[config.mk]
export PLATFORM = sky130hd
export DESIGN_NAME = sync_length_checksum_deframer_top_flat
export DESIGN_NICKNAME = d
export VERILOG_FILES = /design/src/design/slcd_pkg.sv /design/src/design/slcd_in_if.sv /design/src/design/slcd_out_if.sv /design/src/design/sync_length_checksum_deframer_top.sv /design/src/design/slcd_parser.sv /design/src/design/slcd_out_reg.sv /design/src/flat_wrapper.sv
export SDC_FILE = /design/constraint.sdc
export NUM_CORES = 1
export LEC_CHECK = 0
export BUFFER_PORTS_ARGS = -buffer_cell sky130_fd_sc_hd__buf_2
export CORE_MARGIN = 10
export CORE_UTILIZATION = 62
export DETAILED_ROUTE_END_ITERATION = 12
export GPL_ROUTABILITY_DRIVEN = 0
export GPL_TIMING_DRIVEN = 0
export PLACE_DENSITY = 0.91
export SETUP_SLACK_MARGIN = 0.4
export SYNTH_ARGS = -nofsm -noshare
export SYNTH_HDL_FRONTEND = slang
export SYNTH_HIERARCHICAL = 1
export SYNTH_SLANG_ARGS = --single-unit
[constraint.sdc]
create_clock -name i_clk -period 5.4 [get_ports i_clk]
set_input_delay 0 -clock i_clk [delete_from_list [all_inputs] [get_ports i_clk]]
set_output_delay 0 -clock i_clk [all_outputs]
set_load 0.02 [all_outputs]
[src/design/slcd_pkg.sv]
// Package for the sync/length/checksum deframer: phase and kind codes,
// and the result struct passed from parser to output register. No dependencies.
package slcd_pkg;

    localparam int unsigned BYTE_W    = 8;
    localparam int unsigned KIND_W    = 3;
    localparam int unsigned CFG_IDX_W = 1;

    localparam logic [BYTE_W-1:0] SYNC_FIRST_RST  = 8'hAB;
    localparam logic [BYTE_W-1:0] SYNC_SECOND_RST = 8'h5F;

    typedef enum logic [2:0] {
        PH_HUNT1 = 3'd0,
        PH_HUNT2 = 3'd1,
        PH_SEQ   = 3'd2,
        PH_LEN   = 3'd3,
        PH_CMD   = 3'd4,
        PH_PAY   = 3'd5,
        PH_CSUM  = 3'd6
    } t_phase;

    typedef enum logic [KIND_W-1:0] {
        KIND_SEQ  = 3'd0,
        KIND_LEN  = 3'd1,
        KIND_CMD  = 3'd2,
        KIND_PAY  = 3'd3,
        KIND_CSUM = 3'd4
    } t_kind;

    typedef enum logic [CFG_IDX_W-1:0] {
        CFG_SYNC_FIRST  = 1'b0,
        CFG_SYNC_SECOND = 1'b1
    } t_cfg_idx;

    typedef struct packed {
        logic [BYTE_W-1:0] frame_byte;
        t_kind             byte_kind;
        logic              end_of_frame;
        logic              checksum_good;
    } t_result;

endpackage

[src/design/slcd_in_if.sv]
// Input channel of the deframer: one received byte per item.
// Depends on slcd_pkg.
interface slcd_in_if import slcd_pkg::*; ();
    logic              valid;
    logic              ready;
    logic [BYTE_W-1:0] rx_byte;

    modport source (output valid, output rx_byte, input ready);
    modport sink   (input valid, input rx_byte, output ready);
endinterface

[src/design/slcd_out_if.sv]
// Output channel of the deframer: one tagged frame byte per item.
// Depends on slcd_pkg.
interface slcd_out_if import slcd_pkg::*; ();
    logic              valid;
    logic              ready;
    logic [BYTE_W-1:0] frame_byte;
    logic [KIND_W-1:0] byte_kind;
    logic              end_of_frame;
    logic              checksum_good;

    modport source (output valid, output frame_byte, output byte_kind,
                    output end_of_frame, output checksum_good, input ready);
    modport sink   (input valid, input frame_byte, input byte_kind,
                    input end_of_frame, input checksum_good, output ready);
endinterface

[src/design/sync_length_checksum_deframer_top.sv]
// Top level of the sync/length/checksum deframer: parser plus output register.
// Depends on slcd_pkg, slcd_in_if, slcd_out_if, slcd_parser, slcd_out_reg.
//
// Takes one received byte per item on i_rx and hunts for the two-byte sync
// word (registers sync_first, index 0, reset 0xAB; sync_second, index 1,
// reset 0x5F). After sync it emits, one item each, the sequence, length,
// command, length payload bytes and the checksum byte on o_frame, each tagged
// with byte_kind. The checksum item carries end_of_frame and checksum_good
// (checksum equals the 8-bit sum of length, command and payload). Sync bytes
// give no item; a bad second sync byte drops back to the hunt. Rate: one item
// per cycle sustained while o_frame.ready is high; a byte is parsed
// combinationally in the cycle it is accepted and its result lands in the output
// register, visible in the next cycle. i_rx.ready is low only while the output
// register is full and o_frame.ready is low. Write configuration only while idle.
module sync_length_checksum_deframer_top import slcd_pkg::*; (
    input  logic                 i_clk,
    input  logic                 i_rst_n,
    input  logic                 i_cfg_we,
    input  logic [CFG_IDX_W-1:0] i_cfg_idx,
    input  logic [BYTE_W-1:0]    i_cfg_data,
    slcd_in_if.sink              i_rx,
    slcd_out_if.source           o_frame
);

    logic    w_ready;
    logic    w_step;
    logic    w_res_valid;
    t_result w_res;

    assign i_rx.ready = w_ready;
    assign w_step     = i_rx.valid && w_ready;

    slcd_parser u_parser (
        .i_clk       (i_clk),
        .i_rst_n     (i_rst_n),
        .i_cfg_we    (i_cfg_we),
        .i_cfg_idx   (i_cfg_idx),
        .i_cfg_data  (i_cfg_data),
        .i_step      (w_step),
        .i_byte      (i_rx.rx_byte),
        .o_res_valid (w_res_valid),
        .o_res       (w_res)
    );

    // result valid already includes the step qualifier
    slcd_out_reg u_out_reg (
        .i_clk   (i_clk),
        .i_rst_n (i_rst_n),
        .i_load  (w_res_valid),
        .i_res   (w_res),
        .o_ready (w_ready),
        .o_frame (o_frame)
    );

endmodule

[src/design/slcd_parser.sv]
// Frame parser: sync registers, phase FSM, length count and running sum.
// Depends on slcd_pkg.
module slcd_parser import slcd_pkg::*; (
    input  logic                 i_clk,
    input  logic                 i_rst_n,
    input  logic                 i_cfg_we,
    input  logic [CFG_IDX_W-1:0] i_cfg_idx,
    input  logic [BYTE_W-1:0]    i_cfg_data,
    input  logic                 i_step,
    input  logic [BYTE_W-1:0]    i_byte,
    output logic                 o_res_valid,
    output t_result              o_res
);

    t_phase            r_phase, n_phase;
    logic [BYTE_W-1:0] r_left,  n_left;
    logic [BYTE_W-1:0] r_sum,   n_sum;
    logic [BYTE_W-1:0] r_sync_first, r_sync_second;
    logic [BYTE_W-1:0] w_sum_add;
    logic [BYTE_W-1:0] w_left_dec;

    assign w_sum_add  = r_sum + i_byte;
    assign w_left_dec = (r_left != '0) ? r_left - 1'b1 : '0;

    always_ff @(posedge i_clk) begin
        if (!i_rst_n) begin
            r_sync_first  <= SYNC_FIRST_RST;
            r_sync_second <= SYNC_SECOND_RST;
        end else if (i_cfg_we) begin
            case (i_cfg_idx)
                CFG_SYNC_FIRST:  r_sync_first  <= i_cfg_data;
                CFG_SYNC_SECOND: r_sync_second <= i_cfg_data;
                default: ;
            endcase
        end
    end

    // next state
    always_comb begin
        n_phase = r_phase;
        n_left  = r_left;
        n_sum   = r_sum;
        case (r_phase)
            PH_HUNT2: n_phase = (i_byte == r_sync_second) ? PH_SEQ : PH_HUNT1;
            PH_SEQ:   n_phase = PH_LEN;
            PH_LEN: begin
                n_left  = i_byte;
                n_sum   = i_byte;
                n_phase = PH_CMD;
            end
            PH_CMD: begin
                n_sum   = w_sum_add;
                n_phase = (r_left != '0) ? PH_PAY : PH_CSUM;
            end
            PH_PAY: begin
                n_sum  = w_sum_add;
                n_left = w_left_dec;
                if (w_left_dec == '0) begin
                    n_phase = PH_CSUM;
                end
            end
            PH_CSUM: begin
                n_phase = PH_HUNT1;
                n_left  = '0;
                n_sum   = '0;
            end
            default: n_phase = (i_byte == r_sync_first) ? PH_HUNT2 : PH_HUNT1;
        endcase
    end

    // outputs
    always_comb begin
        o_res_valid         = i_step;
        o_res.frame_byte    = i_byte;
        o_res.byte_kind     = KIND_SEQ;
        o_res.end_of_frame  = 1'b0;
        o_res.checksum_good = 1'b0;
        case (r_phase)
            PH_SEQ: o_res.byte_kind = KIND_SEQ;
            PH_LEN: o_res.byte_kind = KIND_LEN;
            PH_CMD: o_res.byte_kind = KIND_CMD;
            PH_PAY: o_res.byte_kind = KIND_PAY;
            PH_CSUM: begin
                o_res.byte_kind     = KIND_CSUM;
                o_res.end_of_frame  = 1'b1;
                o_res.checksum_good = (i_byte == r_sum);
            end
            default: o_res_valid = 1'b0;   // sync hunt: no item out
        endcase
    end

    always_ff @(posedge i_clk) begin
        if (!i_rst_n) begin
            r_phase <= PH_HUNT1;
            r_left  <= '0;
            r_sum   <= '0;
        end else if (i_step) begin
            r_phase <= n_phase;
            r_left  <= n_left;
            r_sum   <= n_sum;
        end
    end

`ifndef SYNTHESIS
    a_csum_back_to_hunt: assert property (@(posedge i_clk) disable iff (!i_rst_n)
        (i_step && r_phase == PH_CSUM) |=> (r_phase == PH_HUNT1 && r_sum == '0))
        else $error("parser did not return to hunt after checksum");
    a_pay_count_nonzero: assert property (@(posedge i_clk) disable iff (!i_rst_n)
        (r_phase == PH_PAY) |-> (r_left != '0))
        else $error("payload phase with zero bytes left");
`endif

endmodule

[src/design/slcd_out_reg.sv]
// Output register: holds one result item while the sink stalls and
// accepts a new one whenever it is empty or being drained. Depends on slcd_pkg.
module slcd_out_reg import slcd_pkg::*; (
    input  logic       i_clk,
    input  logic       i_rst_n,
    input  logic       i_load,
    input  t_result    i_res,
    output logic       o_ready,
    slcd_out_if.source o_frame
);

    logic    r_valid, n_valid;
    t_result r_res;

    assign o_ready = !r_valid || o_frame.ready;
    assign n_valid = i_load || (r_valid && !o_frame.ready);

    always_ff @(posedge i_clk) begin
        if (!i_rst_n) begin
            r_valid <= 1'b0;
        end else begin
            r_valid <= n_valid;
        end
    end

    always_ff @(posedge i_clk) begin
        if (i_load) begin
            r_res <= i_res;
        end
    end

    assign o_frame.valid         = r_valid;
    assign o_frame.frame_byte    = r_res.frame_byte;
    assign o_frame.byte_kind     = r_res.byte_kind;
    assign o_frame.end_of_frame  = r_res.end_of_frame;
    assign o_frame.checksum_good = r_res.checksum_good;

`ifndef SYNTHESIS
    a_load_only_when_free: assert property (@(posedge i_clk) disable iff (!i_rst_n)
        i_load |-> o_ready)
        else $error("result loaded into a full, stalled register");
    a_eof_is_csum: assert property (@(posedge i_clk) disable iff (!i_rst_n)
        r_valid |-> (r_res.end_of_frame == (r_res.byte_kind == KIND_CSUM)))
        else $error("end_of_frame out of step with checksum kind");
`endif

endmodule

[src/flat_wrapper.sv]
// flat-port wrapper written by rule: the top's interface ports become plain ports
module sync_length_checksum_deframer_top_flat import slcd_pkg::*;
  (i_clk, i_rst_n, i_cfg_we, i_cfg_idx, i_cfg_data, i_rx_valid, i_rx_rx_byte, i_rx_ready, o_frame_valid, o_frame_frame_byte, o_frame_byte_kind, o_frame_end_of_frame, o_frame_checksum_good, o_frame_ready);
  slcd_in_if i_rx_i ();
  slcd_out_if o_frame_i ();
  input  logic i_clk;
  input  logic i_rst_n;
  input  logic i_cfg_we;
  input  logic [CFG_IDX_W-1:0] i_cfg_idx;
  input  logic [BYTE_W-1:0] i_cfg_data;
  input wire logic [$bits(i_rx_i.valid)-1:0] i_rx_valid;
  input wire logic [$bits(i_rx_i.rx_byte)-1:0] i_rx_rx_byte;
  output wire logic [$bits(i_rx_i.ready)-1:0] i_rx_ready;
  output wire logic [$bits(o_frame_i.valid)-1:0] o_frame_valid;
  output wire logic [$bits(o_frame_i.frame_byte)-1:0] o_frame_frame_byte;
  output wire logic [$bits(o_frame_i.byte_kind)-1:0] o_frame_byte_kind;
  output wire logic [$bits(o_frame_i.end_of_frame)-1:0] o_frame_end_of_frame;
  output wire logic [$bits(o_frame_i.checksum_good)-1:0] o_frame_checksum_good;
  input wire logic [$bits(o_frame_i.ready)-1:0] o_frame_ready;
  assign i_rx_i.valid = i_rx_valid;
  assign i_rx_i.rx_byte = i_rx_rx_byte;
  assign i_rx_ready = i_rx_i.ready;
  assign o_frame_valid = o_frame_i.valid;
  assign o_frame_frame_byte = o_frame_i.frame_byte;
  assign o_frame_byte_kind = o_frame_i.byte_kind;
  assign o_frame_end_of_frame = o_frame_i.end_of_frame;
  assign o_frame_checksum_good = o_frame_i.checksum_good;
  assign o_frame_i.ready = o_frame_ready;
  sync_length_checksum_deframer_top u_core (.i_clk(i_clk), .i_rst_n(i_rst_n), .i_cfg_we(i_cfg_we), .i_cfg_idx(i_cfg_idx), .i_cfg_data(i_cfg_data), .i_rx(i_rx_i), .o_frame(o_frame_i));
endmodule
==> impl_results.md <==
* HPWL after DPL at 4810 um
* Setup TNS at 0 ps
* Sw Share at 27.4%
* Mapped cell area at 2730 um2
* Switching Power at 201 uW
* Final core occ at 73.2%
* Die Wd at 86.4 um
* PostCTS Resize Cnt at 0
* Avg Inst Size Synth at 8.64 um2
* PD cells at 231 nW/um2
* Core area at 4320 um2
* #FFs+latches synth at 49
* Via density per instance at 5.98
* Post-synth top area share at 26.4%
* Ports at 37
* Max clock buf depth at 2
* RSZ-0062 raised after global routing: false
* Combinational Power Share at 16.1%
* Yosys warns at 6
* GRT Total Usage at 18.5%
* Post-synth EDFFs at 13
* Crit. End Element: flip-flop
* Sink Count at 49
* Final WL at 6890 um
* Cell-internal power at 532 uW
* CTS tree: built
* ANT cells at 0
* Largest net degree at the start of global routing at 15
* Drt pass-1 iters at 5
* Mapped Nets at 347
* # port buffers at 35
* Nets@finish at 400
* Die Y at 86.4 um
* Die area at 7460 um2
* Area contributors post-synth: dfxtp_1 26%, edfxtp_1 14%, nand2_1 6.5%
* DRC at 0
* Synthesized instance count at 316
* Number of cell rows at 24
* Reg clk slew, reported paths at 90 ps
* Starting DRC count in detailed routing at 265
* Outcome: completed
* Worst vdd ir at 207 uV
* Post-route ant nets at 0
* Slew @ Worst Pin at 1210 ps
* Global-route wire length before repair at 11,300 um
* Final Cycle Share at 50.7%
* CTS buffer count at 5
* Clock root buffer: clkbuf_8
* Leak Pwr at 0.00132 uW
* Area grow syn2layout at 15.8%
* Skew-Pair Late Insertion Delay at 310 ps
* Slew Viols, Final at 0
* Crit Path Category: reg2reg
* Library cells used by synthesis at 54
* Vias in the first global route at 2,423
* Total number of vias at 2,524
* Synth area leader: dfxtp_1
* Main synth FF type: dfxtp_1
* WP data required at 5660 ps
* Register area share after synthesis at 40.7%
* Peak Freq at 365 MHz
* Setup Buffers After CTS at 0
* Layout cells sized above 1 at 17.8%
* Tightest Hold Check Type: in2reg
* Worst slew margin at 19.2%
* Minimum clock period after layout at 2740 ps
* Initial core utilization at 63.2%
* Final Skew at 5.90 ps
* Fraction of registers with async set/reset at 0%
* Sequential Power Share at 54.7%
* Arr. time, crit path at 3000 ps
* Clk pwr share at 29.3%
* Final Hold Viols at 0
* Max Fanout on Critical Path at 14
* Final setup fails at 0
* # Max-Cap Violations at 0
* Initial antenna violation count at 0
* CP Launch Type: flip-flop
* H-tree depth at 2
* GRT Residual Overflow at 0
* WL/cell at 16.3 um
==> area by class of cell <==
cell class                      instances  area, um2
Fill cell                             339       1160
Multi-Input combinational cell        232       1450
Clock buffer                            6       72.6
Buffer                                 23        124
Inverter                               12       45.0
Sequential cell                        49       1110
Timing Repair Buffer                   46        285
Clock inverter                          2       10.0
Tap cell                               52       65.1
==> power by group through the flow <==
| stage | Sequential, uW | Combinational [uW] | Clock (uW) |
|---|---|---|---|
| 2_1_floorplan | 410 | 72.2 | 0 |
| 3_3_place_gp | 408 | 106 | 0 |
| 3_5_place_dp | 409 | 109 | 0 |
| 4_1_cts | 400 | 116 | 215 |
| 5_1_grt | 402 | 130 | 231 |
| 6_report | 400 | 118 | 214 |
==> placed cells by master, fill, tap and decap left out, drive strengths merged, types with 6 or more instances in the layout <==
cell type    count
a21oi           17
nand3           20
nand2           47
nor4             6
ha               8
inv             10
nor3             7
nand2b           6
clkbuf          15
o21ai           17
dlygate4sd3     11
buf             49
dfxtp           36
nor2            21
edfxtp          13
xor2            20
==> logic make-up (layout without fill, tap and decap cells) <==
family                     count (synthesis)  after routing  synth area share [%]
xor gates and xnor gates                  22             22                  7.05
muxes                                      2              2                 0.733
buffers and inverters                     35             89                  6.18
AOI/OAI and AO/OA                         66             66                  16.2
DFF                                       49             49                  40.7
adders and majority gates                  9              9                  4.40
and+or+nand+nor                          133            133                  24.8
==> worst paths after layout <==
kind | start | slack [ps] | endpoint | depth (start not counted)
hold reg to reg | u_core/u_parser/r_sync_first[4]$_SDFFE_PN0P_ | 480 | u_core/u_parser/r_sync_first[4]$_SDFFE_PN0P_ | 2
setup / recovery | u_core/u_out_reg/o_frame.valid$_SDFF_PN0_ | 2660 | u_core/u_out_reg/o_frame.valid$_SDFF_PN0_ | 7
setup reg to reg | u_core/u_out_reg/o_frame.valid$_SDFF_PN0_ | 2660 | u_core/u_out_reg/o_frame.valid$_SDFF_PN0_ | 7
hold / removal | i_rx_rx_byte[0] | 60 | u_core/u_parser/r_sum[0]$_SDFFE_PN0P_ | 3
==> what timing repair did <==
action / in CTS / in global routing
endpoints found under the hold margin: 18 / 0
hold buffers: 11 / 0
endpoints found under the setup margin: 0 / 0
==> sequential cells by signal (all words and copies together) (netlist names) <==
register / flops
u_core/u_out_reg/o_frame.frame_byte: 8
u_core/u_out_reg/o_frame.valid: 1
u_core/u_parser/r_left: 8
u_core/u_out_reg/o_frame.byte_kind: 3
u_core/u_parser/r_sync_first: 8
u_core/u_out_reg/o_frame.checksum_good: 1
u_core/u_parser/r_phase: 3
u_core/u_parser/r_sum: 8
u_core/u_out_reg/o_frame.end_of_frame: 1
u_core/u_parser/r_sync_second: 8
==> synthesized netlist by cell type, types with 2 or more instances <==
| library cell | n |
|---|---|
| buf_2 | 6 |
| and2_1 | 5 |
| nand2_1 | 47 |
| nand3_1 | 20 |
| dfxtp_1 | 36 |
| nor4_1 | 5 |
| o2bb2ai_1 | 2 |
| nand3b_1 | 2 |
| buf_4 | 8 |
| edfxtp_1 | 13 |
| mux2i_1 | 2 |
| xor2_1 | 20 |
| and3_1 | 2 |
| or3_1 | 3 |
| clkinv_1 | 2 |
| a311oi_1 | 5 |
| a211oi_1 | 3 |
| nor2_1 | 21 |
| clkbuf_1 | 9 |
| or2_2 | 3 |
| a22oi_1 | 3 |
| nor2b_1 | 5 |
| a21oi_1 | 17 |
| nand2b_1 | 5 |
| xnor2_1 | 2 |
| o21ai_0 | 16 |
| ha_1 | 8 |
| nor3_1 | 7 |
| o211ai_1 | 4 |
| inv_1 | 10 |
| o311ai_0 | 2 |
==> per-stage QoR <==
step	instance area [um2]	power [uW]	hold slack, ps	setup slack (ps)	cells
after floorplan	2730	483	124	3490	316
after global placement	2970	513	178	3270	403
after detailed placement	2970	518	183	3150	403
after CTS	3160	731	50.9	2770	422
after global routing	3160	763	52.1	2470	422
final	3160	732	55.2	2660	422
==> worst max-delay path: stages (launching register included) <==
cell and delay [ps]:
dfxtp_1 350, nand2b_4 90, and2_1 290, o21ai_0 140
nor2_1 920, inv_1 180, a21boi_2 170, dlygate4sd3_1 550
==> per-layer routing <==
layer  track usage [%]  part of all wire, %  routed length [um]
met1              22.6                   42                2880
met2              30.4                   48                3300
met3              5.35                  8.0                 548
met4              6.04                  2.3                 158
met5                 0                    0                   0
Note: power is estimated with default switching activity, not from simulation.
